### src/rtl/local_apic_timer_defines.svh
// assertion macros for the local apic timer
// no dependencies; included by the modules that assert
`ifndef LOCAL_APIC_TIMER_DEFINES_SVH
`define LOCAL_APIC_TIMER_DEFINES_SVH

// same-cycle implication, disabled during reset
`define LAT_ASSERT_NOW(label, ante, cons, msg) \
    label: assert property (@(posedge clk) disable iff (!rst_n) (ante) |-> (cons)) \
        else $error(msg);

// next-cycle implication, disabled during reset
`define LAT_ASSERT_NEXT(label, ante, cons, msg) \
    label: assert property (@(posedge clk) disable iff (!rst_n) (ante) |=> (cons)) \
        else $error(msg);

`endif

### src/rtl/lapic_pkg.sv
// constants, command codes and divide decoding for the local apic timer
// no dependencies
package lapic_pkg;

    localparam logic [7:0] APIC_ID_VALUE = 8'h00;

    localparam int CMD_W = 2;
    localparam int OFF_W = 10;
    localparam int DATA_W = 32;
    localparam int VEC_W = 8;
    localparam int IN_TDATA_W = 48;
    localparam int OUT_TDATA_W = 48;

    localparam logic [CMD_W-1:0] CMD_TICK  = 2'd0;
    localparam logic [CMD_W-1:0] CMD_READ  = 2'd1;
    localparam logic [CMD_W-1:0] CMD_WRITE = 2'd2;

    localparam logic [OFF_W-1:0] OFF_ID   = 10'h020;
    localparam logic [OFF_W-1:0] OFF_EOI  = 10'h0B0;
    localparam logic [OFF_W-1:0] OFF_SPUR = 10'h0F0;
    localparam logic [OFF_W-1:0] OFF_LVT  = 10'h320;
    localparam logic [OFF_W-1:0] OFF_INIT = 10'h380;
    localparam logic [OFF_W-1:0] OFF_CUR  = 10'h390;
    localparam logic [OFF_W-1:0] OFF_DIV  = 10'h3E0;

    localparam int LVT_MASK_POS = 16;
    localparam int LVT_PERIODIC_POS = 17;
    localparam int SPUR_ENABLE_POS = 8;
    localparam logic [3:0] DIV_CODE_BITS = 4'hB;

    // divisor from the divide code: bits {3,1,0} give n, 2^(n+1), n = 7 gives 1
    function automatic logic [7:0] divisor_of(input logic [3:0] code);
        logic [2:0] n;
        n = {code[3], code[1:0]};
        if (n == 3'd7)
            divisor_of = 8'd1;
        else
            divisor_of = 8'd2 << n;
    endfunction

endpackage

### src/rtl/local_apic_timer.sv
// local apic timer: registered single-pass state update with an output register
// depends on lapic_pkg and local_apic_timer_defines.svh
//
// channel  dir  tvalid/tready          tdata / tuser
// s        in   s_tvalid, s_tready     tuser cmd; tdata reg_offset, write_data
// m        out  m_tvalid, m_tready     tdata read_data, irq_fire, irq_vector
//
// one item per cycle while the output is not stalled; each result appears in the cycle after its item is taken
// the counter, prescaler and register file update in the accepting cycle
// s_tready drops only while a result is held and m_tready is low
// rst_n clears all timer and register state to its reset values and empties the output register
`include "local_apic_timer_defines.svh"

module local_apic_timer (
    input  logic                                clk,
    input  logic                                rst_n,
    input  logic                                s_tvalid,
    output logic                                s_tready,
    input  logic [lapic_pkg::CMD_W-1:0]         s_tuser,   // cmd
    input  logic [lapic_pkg::IN_TDATA_W-1:0]    s_tdata,   // reg_offset, write_data, zero pad
    output logic                                m_tvalid,
    input  logic                                m_tready,
    output logic [lapic_pkg::OUT_TDATA_W-1:0]   m_tdata    // read_data, irq_fire, irq_vector, zero pad
);
    import lapic_pkg::*;

    logic [3:0]        divide_code_reg, divide_code_next;
    logic [VEC_W-1:0]  lvt_vector_reg, lvt_vector_next;
    logic              lvt_masked_reg, lvt_masked_next;
    logic              lvt_periodic_reg, lvt_periodic_next;
    logic [DATA_W-1:0] initial_count_reg, initial_count_next;
    logic [DATA_W-1:0] current_count_reg, current_count_next;
    logic [6:0]        prescale_count_reg, prescale_count_next;
    logic [8:0]        spurious_reg, spurious_next;
    logic              in_service_reg, in_service_next;
    logic              expiry_pending_reg, expiry_pending_next;

    logic              out_valid_reg;
    logic [DATA_W-1:0] read_data_reg;
    logic              irq_fire_reg;
    logic [VEC_W-1:0]  irq_vector_reg;

    logic [CMD_W-1:0]  cmd;
    logic [OFF_W-1:0]  off;
    logic [DATA_W-1:0] wdata;
    logic              accept;
    logic [DATA_W-1:0] rdata_c;
    logic              fire_c;
    logic [VEC_W-1:0]  vec_c;
    logic [7:0]        presc_inc;
    logic [DATA_W-1:0] count_dec;
    logic              enabled;

    assign cmd    = s_tuser;
    assign off    = {s_tdata[OFF_W-1:2], 2'b00};
    assign wdata  = s_tdata[OFF_W+DATA_W-1:OFF_W];
    assign s_tready = !out_valid_reg || m_tready;
    assign accept = s_tvalid && s_tready;

    assign presc_inc = {1'b0, prescale_count_reg} + 8'd1;
    assign count_dec = current_count_reg - 32'd1;
    assign enabled   = !lvt_masked_reg && spurious_reg[SPUR_ENABLE_POS];

    always_comb
    begin
        divide_code_next    = divide_code_reg;
        lvt_vector_next     = lvt_vector_reg;
        lvt_masked_next     = lvt_masked_reg;
        lvt_periodic_next   = lvt_periodic_reg;
        initial_count_next  = initial_count_reg;
        current_count_next  = current_count_reg;
        prescale_count_next = prescale_count_reg;
        spurious_next       = spurious_reg;
        in_service_next     = in_service_reg;
        expiry_pending_next = expiry_pending_reg;
        rdata_c = '0;
        fire_c  = 1'b0;
        vec_c   = '0;
        case (cmd)
            CMD_TICK:
            begin
                if (current_count_reg != '0)
                begin
                    if (presc_inc >= divisor_of(divide_code_reg))
                    begin
                        prescale_count_next = '0;
                        current_count_next  = count_dec;
                        if (count_dec == '0)
                        begin
                            if (lvt_periodic_reg)
                                current_count_next = initial_count_reg;
                            if (enabled)
                            begin
                                if (in_service_reg)
                                    expiry_pending_next = 1'b1;
                                else
                                begin
                                    in_service_next = 1'b1;
                                    fire_c = 1'b1;
                                    vec_c  = lvt_vector_reg;
                                end
                            end
                        end
                    end
                    else
                        prescale_count_next = presc_inc[6:0];
                end
            end
            CMD_READ:
            begin
                unique case (off)
                    OFF_ID:   rdata_c = {APIC_ID_VALUE, 24'd0};
                    OFF_SPUR: rdata_c = {23'd0, spurious_reg};
                    OFF_LVT:  rdata_c = {14'd0, lvt_periodic_reg, lvt_masked_reg,
                                         8'd0, lvt_vector_reg};
                    OFF_INIT: rdata_c = initial_count_reg;
                    OFF_CUR:  rdata_c = current_count_reg;
                    OFF_DIV:  rdata_c = {28'd0, divide_code_reg};
                    default:  rdata_c = '0;
                endcase
            end
            CMD_WRITE:
            begin
                unique case (off)
                    OFF_EOI:
                    begin
                        in_service_next = 1'b0;
                        if (expiry_pending_reg)
                        begin
                            expiry_pending_next = 1'b0;
                            in_service_next = 1'b1;
                            fire_c = 1'b1;
                            vec_c  = lvt_vector_reg;
                        end
                    end
                    OFF_SPUR: spurious_next = wdata[8:0];
                    OFF_LVT:
                    begin
                        lvt_vector_next   = wdata[VEC_W-1:0];
                        lvt_masked_next   = wdata[LVT_MASK_POS];
                        lvt_periodic_next = wdata[LVT_PERIODIC_POS];
                    end
                    OFF_INIT:
                    begin
                        initial_count_next  = wdata;
                        current_count_next  = wdata;
                        prescale_count_next = '0;
                    end
                    OFF_DIV:  divide_code_next = wdata[3:0] & DIV_CODE_BITS;
                    default:  ;
                endcase
            end
            default: ;
        endcase
    end

    always_ff @(posedge clk or negedge rst_n)
    begin
        if (!rst_n)
        begin
            divide_code_reg    <= '0;
            lvt_vector_reg     <= '0;
            lvt_masked_reg     <= 1'b1;
            lvt_periodic_reg   <= 1'b0;
            initial_count_reg  <= '0;
            current_count_reg  <= '0;
            prescale_count_reg <= '0;
            spurious_reg       <= 9'h0FF;
            in_service_reg     <= 1'b0;
            expiry_pending_reg <= 1'b0;
            out_valid_reg      <= 1'b0;
        end
        else
        begin
            if (accept)
            begin
                divide_code_reg    <= divide_code_next;
                lvt_vector_reg     <= lvt_vector_next;
                lvt_masked_reg     <= lvt_masked_next;
                lvt_periodic_reg   <= lvt_periodic_next;
                initial_count_reg  <= initial_count_next;
                current_count_reg  <= current_count_next;
                prescale_count_reg <= prescale_count_next;
                spurious_reg       <= spurious_next;
                in_service_reg     <= in_service_next;
                expiry_pending_reg <= expiry_pending_next;
                out_valid_reg      <= 1'b1;
            end
            else if (m_tready)
                out_valid_reg <= 1'b0;
        end
    end

    always_ff @(posedge clk)
    begin
        if (accept)
        begin
            read_data_reg  <= rdata_c;
            irq_fire_reg   <= fire_c;
            irq_vector_reg <= vec_c;
        end
    end

    assign m_tvalid = out_valid_reg;
    assign m_tdata  = {7'd0, irq_vector_reg, irq_fire_reg, read_data_reg};

    `LAT_ASSERT_NEXT(a_fire_sets_service, accept && fire_c, in_service_reg, "irq delivered but in-service not set")
    `LAT_ASSERT_NOW(a_pending_in_service, expiry_pending_reg, in_service_reg, "expiry held while nothing in service")
    `LAT_ASSERT_NOW(a_stall_blocks_input, out_valid_reg && !m_tready, !s_tready, "input taken while result stalled")
    `LAT_ASSERT_NEXT(a_stopped_stays, accept && cmd == CMD_TICK && current_count_reg == '0, current_count_reg == '0, "stopped counter moved on a tick")

endmodule
### config.mk
export PLATFORM = sky130hd
export DESIGN_NAME = local_apic_timer
export DESIGN_NICKNAME = d
export VERILOG_FILES = /design/src/rtl/lapic_pkg.sv /design/src/rtl/local_apic_timer.sv
export VERILOG_INCLUDE_DIRS = /design/src /design/src/rtl
export SDC_FILE = /design/constraint.sdc
export NUM_CORES = 1
export LEC_CHECK = 0
export BUFFER_PORTS_ARGS = -buffer_cell sky130_fd_sc_hd__buf_2
export CORE_UTILIZATION = 63
export DETAILED_ROUTE_END_ITERATION = 8
export PLACE_DENSITY = 0.82
export SLEW_MARGIN = 20
export SYNTH_ARGS = -nofsm -noshare
export SYNTH_HDL_FRONTEND = slang
export SYNTH_SLANG_ARGS = --single-unit
### constraint.sdc
create_clock -name clk -period 6.2 [get_ports clk]
set_clock_uncertainty 0.2 [all_clocks]
set_input_delay 0 -clock clk [delete_from_list [all_inputs] [get_ports clk]]
set_output_delay 0 -clock clk [all_outputs]
set_load 0.01 [all_outputs]
==> results.json, run 1 <==
{
  "slew_violations": 0,
  "root_buffer": "clkbuf_16",
  "clk-insertion-delay-late_ps": 430,
  "hold_violations": 0,
  "pin_count": 104,
  "place_hpwl_mm": 14.6,
  "synthDistinctLibCells": 71,
  "yosysTopAreaCell": "dfrtp_1",
  "drc": 0,
  "synth_area_leaders": "dfrtp_1 27%, edfxtp_1 15%, mux2_2 8.4%, nor2_1 4.1%, mux2i_1 4.0%",
  "drive_gt1_frac": 0.255,
  "port_buffers": 88,
  "min-delay-path-class": "input pin to register",
  "end_kind": "register",
  "core_sq_um": 12300,
  "place.gp.congestion": 0.949,
  "row_count": 40,
  "rrSetupSlack_ps": 2260,
  "ir_drop_v": 0.000217,
  "post_cts_buffers": 0,
  "synth.yosys.seq_area_share": 0.451,
  "synth_flop_cell": "dfrtp_1",
  "avgSynthCellArea_sq_um": 10.2,
  "period_needed_ps": 4230,
  "status": "finished clean",
  "cts_tree": "done",
  "synthMostInstantiatedCell": "nor2_1",
  "clockBufferDepth": 2,
  "clk_pin_slew_ps": 60,
  "syn-instance-count": 793,
  "grt_max_degree": 65,
  "synth_edf_count": 41,
  "slew_headroom": 0.253,
  "initial_core_util": 0.658,
  "wl_per_cell_um": 21.1,
  "synth_area_sq_um": 8070,
  "worst_slew_pin_slew_ps": 1110,
  "cts_sinks": 137,
  "vias": 7103,
  "synth_top_area_share": 0.270,
  "syn2layout_area_growth_pct": 18.7,
  "nets": 966,
  "synth-seq-cells": 137,
  "tns_ps": 0,
  "drt-vias-per-instance": 6.56,
  "async_reset_ff_frac": 0.701,
  "worst_ep_required_time_ps": 6270,
  "placed_area_sq_um": 8500,
  "cts_buffers": 17,
  "dr.pass1.iters": 7,
  "htreeDepth": 4,
  "power_per_cell_area_nw_per_um2": 288,
  "max_clock_freq_mhz": 236,
  "post-route-period-util": 0.682,
  "p_leak_nw": 3.94,
  "fin_area_sq_um": 9580,
  "dieArea_sq_um": 13300,
  "start_kind": "input pin",
  "finalSetupViolCount": 0,
  "track_usage": 0.365,
  "rsz0062_at_grt": "no",
  "grt_pass1_wl_mm": 36.6,
  "grt_pass1_vias": 7192,
  "max_cap_violations": 0,
  "diodes": 0,
  "chipHeight_um": 115,
  "overflow": 0,
  "ys_top_cells_by_count": "89 x nor2_1, 87 x dfrtp_1, 60 x mux2_2",
  "cp.arrival_ps": 4300,
  "p_total_mw": 2.76,
  "synth_warnings": 0,
  "crit_fanout": 16,
  "fin_hold_ws_ps": 65.1,
  "antenna_found_initial": 0,
  "routed_wl_mm": 22.8,
  "drt-initial-drc-count": 840,
  "ant_nets": 0,
  "fp.dieW_um": 115,
  "criticalPathCategory": "input pin to register"
}
## worst max-delay path, cell delays in order
cell and delay (ps):
dlygate4sd3_1 540, buf_2 130, nand4bb_1 340, nor4_2 800
o21ai_0 360, a31oi_2 760, and2_1 670, buf_4 390
mux2i_1 230, a41oi_1 60
## final timing paths
| check | from | endpoint | depth (start not counted) |
|---|---|---|---|
| worst max-delay path | s_tdata[2] | current_count_reg[22] | 10 |
| worst min-delay path | s_tuser[1] | expiry_pending_reg | 4 |
| worst max register to register | current_count_reg[0] | current_count_reg[30] | 10 |
| worst min register to register | lvt_vector_reg[7] | lvt_vector_reg[7] | 1 |
| max in group asynchronous | rst_n | lvt_vector_reg[0] | 4 |
| min in group asynchronous | rst_n | current_count_reg[26] | 4 |
## timing repair
action / CTS / global route
endpoints found under the hold margin: 144 / 0
gates resized for setup: 0 / 0
hold buffers: 49 / 0
## where the power goes
part / leakage [nW] / switching [mW] / internal [mW]
Sequential: 1.68 / 0.103 / 0.992
Clock: 0.268 / 0.392 / 0.587
Combinational: 1.99 / 0.429 / 0.252
## kinds of logic (layout without fill, tap and decap cells)
group                    Yosys count  after routing  synth area share
AO/OA/AOI/OAI                    131            131             0.116
XOR/XNOR                          16             16            0.0197
adder cells (fa/ha/maj)           11             11            0.0170
buffers and inverters             80            195            0.0507
flip-flops                       137            137             0.451
multiplexers                      92             92             0.123
other                              1              7          0.000465
AND/OR/NAND/NOR                  325            325             0.222
## cells in the final DEF, fill, tap and decap left out, types with 4 or more instances in the layout
| cell | instances |
|---|---|
| clkbuf_16 | 17 |
| nand2_1 | 51 |
| edfxtp_1 | 41 |
| ha_1 | 11 |
| a22oi_1 | 15 |
| mux2i_1 | 32 |
| dfrtp_1 | 87 |
| a31oi_1 | 24 |
| nor3b_1 | 10 |
| o31ai_1 | 5 |
| mux2_2 | 60 |
| nand3_1 | 40 |
| a21oi_1 | 24 |
| conb_1 | 7 |
| or3_1 | 7 |
| a41oi_1 | 5 |
| buf_4 | 13 |
| nor4_1 | 21 |
| inv_1 | 14 |
| nand2b_1 | 6 |
| nor2b_1 | 4 |
| or2_2 | 6 |
| a32oi_1 | 6 |
| nor2_1 | 87 |
| o21ai_0 | 19 |
| or4_1 | 9 |
| nand4_1 | 13 |
| xnor2_1 | 6 |
| dfstp_2 | 9 |
| dlygate4sd3_1 | 48 |
| xor2_1 | 9 |
| nor4_4 | 5 |
| nor3_2 | 5 |
| and3_1 | 6 |
| buf_2 | 87 |
| nor3_1 | 30 |
## routing by layer
metal,track usage,wire [um]
met1,0.437,8680
met2,0.610,11300
met3,0.0896,1810
met4,0.194,1010
met5,0,0
## area by class of cell
| cell class | count | area (sq um) |
|---|---|---|
| Fill cell | 816 | 2680 |
| Timing Repair Buffer | 149 | 1040 |
| Inverter | 14 | 52.6 |
| Multi-Input combinational cell | 582 | 4070 |
| Sequential cell | 137 | 3640 |
| Tap cell | 168 | 210 |
| Clock inverter | 13 | 131 |
| Clock buffer | 19 | 433 |
## per-stage QoR
step                utilization  setup WS, ps  std cells
floorplan                     -          2220        799
global placement          0.693          2350       1001
detailed placement        0.693          2230       1001
CTS                       0.781          2150       1082
global route              0.781          1790       1082
finish                    0.781          1970       1082
No activity file was read; power rests on OpenSTA's default activity.
==> run 2, diff against run 1 <==
--- a/config.mk
+++ b/config.mk
@@ -6,10 +6,11 @@
 export SDC_FILE = /design/constraint.sdc
 export NUM_CORES = 1
 export LEC_CHECK = 0
+export ABC_AREA = 1
 export BUFFER_PORTS_ARGS = -buffer_cell sky130_fd_sc_hd__buf_2
-export CORE_UTILIZATION = 63
+export CORE_UTILIZATION = 59
 export DETAILED_ROUTE_END_ITERATION = 8
-export PLACE_DENSITY = 0.82
+export PLACE_DENSITY = 0.77
 export SLEW_MARGIN = 20
 export SYNTH_ARGS = -nofsm -noshare
 export SYNTH_HDL_FRONTEND = slang
==> constraint.sdc (replaced) <==
create_clock -name clk -period 4.1 [get_ports clk]
set_clock_uncertainty 0.2 [all_clocks]
set_input_delay 0 -clock clk [delete_from_list [all_inputs] [get_ports clk]]
set_output_delay 0 -clock clk [all_outputs]
set_load 0.01 [all_outputs]
==> results.json, run 2 <==
{
  "crit_path_max_incr_delay_ps": 490,
  "core_sq_um": 14000,
  "fin_hold_ws_ps": 50.6,
  "start_kind": "register",
  "cp.arrival_ps": 3600,
  "clk-insertion-delay-late_ps": 420,
  "finalSetupViolCount": 0,
  "status": "finished clean",
  "final_common_cell": "nand2_1",
  "async_reset_ff_frac": 0.701,
  "drive_gt1_frac": 0.162,
  "rsz0062_at_grt": "no",
  "synth_edf_count": 41,
  "rr_endpoint": "current_count_reg[1]",
  "ys_top_cells_by_count": "326 x nand2_1, 135 x inv_1, 99 x o21ai_0",
  "power_per_cell_area_nw_per_um2": 527,
  "grt_pass1_vias": 8067,
  "synth_area_leaders": "dfrtp_1 26%, edfxtp_1 14%, nand2_1 14%, inv_1 5.9%, o21ai_0 5.8%",
  "yosysTopAreaCell": "dfrtp_1",
  "max_clock_freq_mhz": 283,
  "synth_flop_cell": "dfrtp_1",
  "synth-seq-cells": 137,
  "layout_common_cells": "325 x nand2_1, 134 x inv_1, 99 x o21ai_0",
  "synth_warnings": 0,
  "min-delay-path-class": "input pin to asynchronous set/reset pin",
  "slew_headroom": 0.353,
  "place_hpwl_mm": 16.1,
  "post-route-period-util": 0.861,
  "critPathLaunch": "current_count_reg[1]",
  "worst_ep_required_time_ps": 4170,
  "chipHeight_um": 122,
  "clk_pin_slew_ps": 60,
  "port_buffers": 88,
  "crit_fanout": 18,
  "drc": 0,
  "row_count": 43,
  "track_usage": 0.346,
  "grt_pass1_wl_mm": 39.8,
  "vias": 8483,
  "overflow": 0,
  "criticalPathCategory": "register to register",
  "p_total_mw": 5.30,
  "ant_nets": 0,
  "drt-vias-per-instance": 5.78,
  "synthMostInstantiatedCell": "nand2_1",
  "cp_common_cell": "nand2_1",
  "place.gp.congestion": 0.996,
  "post_cts_buffers": 0,
  "synth_area_sq_um": 8530,
  "clockBufferDepth": 2,
  "synthDistinctLibCells": 43,
  "slew_violations": 0,
  "pin_count": 104,
  "rr_worst_depth": 15,
  "antenna_found_initial": 0,
  "cts_buffers": 17,
  "synth.yosys.seq_area_share": 0.428,
  "period_needed_ps": 3530,
  "max_cap_violations": 0,
  "ir_drop_v": 0.000304,
  "avgSynthCellArea_sq_um": 7.35,
  "hold_violations": 0,
  "dieArea_sq_um": 14900,
  "end_kind": "register",
  "initial_core_util": 0.609,
  "syn2layout_area_growth_pct": 18.0,
  "worstReg2RegStart": "current_count_reg[1]",
  "grt_max_degree": 71,
  "synth_top_area_share": 0.255,
  "tns_ps": 0,
  "worst_slew_pin_slew_ps": 971,
  "ctsResizeCount": 0,
  "crit_slowest_cell": "nor2_2",
  "diodes": 0,
  "root_buffer": "clkbuf_16",
  "htreeDepth": 4,
  "cts_hold_buffers": 43,
  "dr.pass1.iters": 5,
  "syn-instance-count": 1160,
  "fp.dieW_um": 122,
  "wl_per_cell_um": 16.6,
  "worstPathCellList": "inv_1 -> ha_1 -> nand2_2 -> nor2_2 -> nand2_1 -> o21ai_1 -> nand2_1 -> nor2_2 -> nand2_2 -> nor2_4 -> nand3_2 -> nand2_1 -> nand3_1 -> nand2_1 -> o21ai_1",
  "cts_sinks": 137,
  "cts_tree": "done",
  "nFillCells": 1129,
  "rrSetupSlack_ps": 570,
  "p_leak_nw": 4.48,
  "drt-initial-drc-count": 873,
  "nets": 1340,
  "routed_wl_mm": 24.4
}
[run 2: cell types whose count changed after synthesis, sizes merged, moves of 31 or more]
cell   change
inv      +127
nand4     +32
a21oi     +48
o21ai    +119
mux2      -60
nand2    +285
mux2i     -31
[run 2: kinds of logic (layout without fill, tap and decap cells)]
group                    count (synthesis)  after routing  synth area share
flip-flops                             137            137             0.428
XOR/XNOR                                 3              3           0.00308
buffers and inverters                  197            319            0.0973
AND/OR/NAND/NOR                        575            575             0.297
multiplexers                             1              1           0.00117
adder cells (fa/ha/maj)                 11             11            0.0161
AO/OA/AOI/OAI                          235            235             0.157
other                                    1              7          0.000440
[run 2: layer usage]
layer	global-route usage	vias to the layer above	routed length [um]
met2	0.542	431	11300
met5	0	-	0
met3	0.0576	70	1960
li1	-	4043	-
met4	0.129	0	582
met1	0.482	3939	10600
[run 2: stage by stage]
step / std cells / util / setup WS, ps / instance area [sq um]
2_1_floorplan: 1166 / - / 1360 / 8550
3_3_place_gp: 1393 / 0.647 / 680 / 9050
3_5_place_dp: 1393 / 0.647 / 673 / 9050
4_1_cts: 1468 / 0.719 / 625 / 10100
5_1_grt: 1468 / 0.719 / 260 / 10100
6_report: 1468 / 0.719 / 571 / 10100
[run 2: worst max-delay path by stage]
stage / endpoint / cells after the start
floorplan: current_count_reg[12] / 16
global placement: current_count_reg[0] / 15
detailed placement: current_count_reg[1] / 15
CTS: current_count_reg[1] / 15
global route: current_count_reg[1] / 15
finish: current_count_reg[1] / 15
[run 2: layout make-up]
| class | instances | area, sq um | area share |
|---|---|---|---|
| Inverter | 142 | 533 | 0.0530 |
| Clock buffer | 23 | 448 | 0.0445 |
| Multi-Input combinational cell | 832 | 4090 | 0.407 |
| Sequential cell | 137 | 3640 | 0.362 |
| Timing Repair Buffer | 145 | 991 | 0.0985 |
| Tap cell | 180 | 225 | 0.0224 |
| Clock inverter | 9 | 128 | 0.0127 |
[run 2: critical path: cells and delay by family, from the launching register on]
family / cells / cell delay (ps)
compound gates: 2 / 240
fa+ha+maj: 1 / 250
buf+inv: 1 / 130
flops: 1 / 440
simple gates: 11 / 2090
[run 2: power breakdown]
part	switching, mW	internal (mW)	total (mW)
clock	0.583	0.953	1.54
sequential	0.264	1.61	1.87
combinational	1.27	0.627	1.89
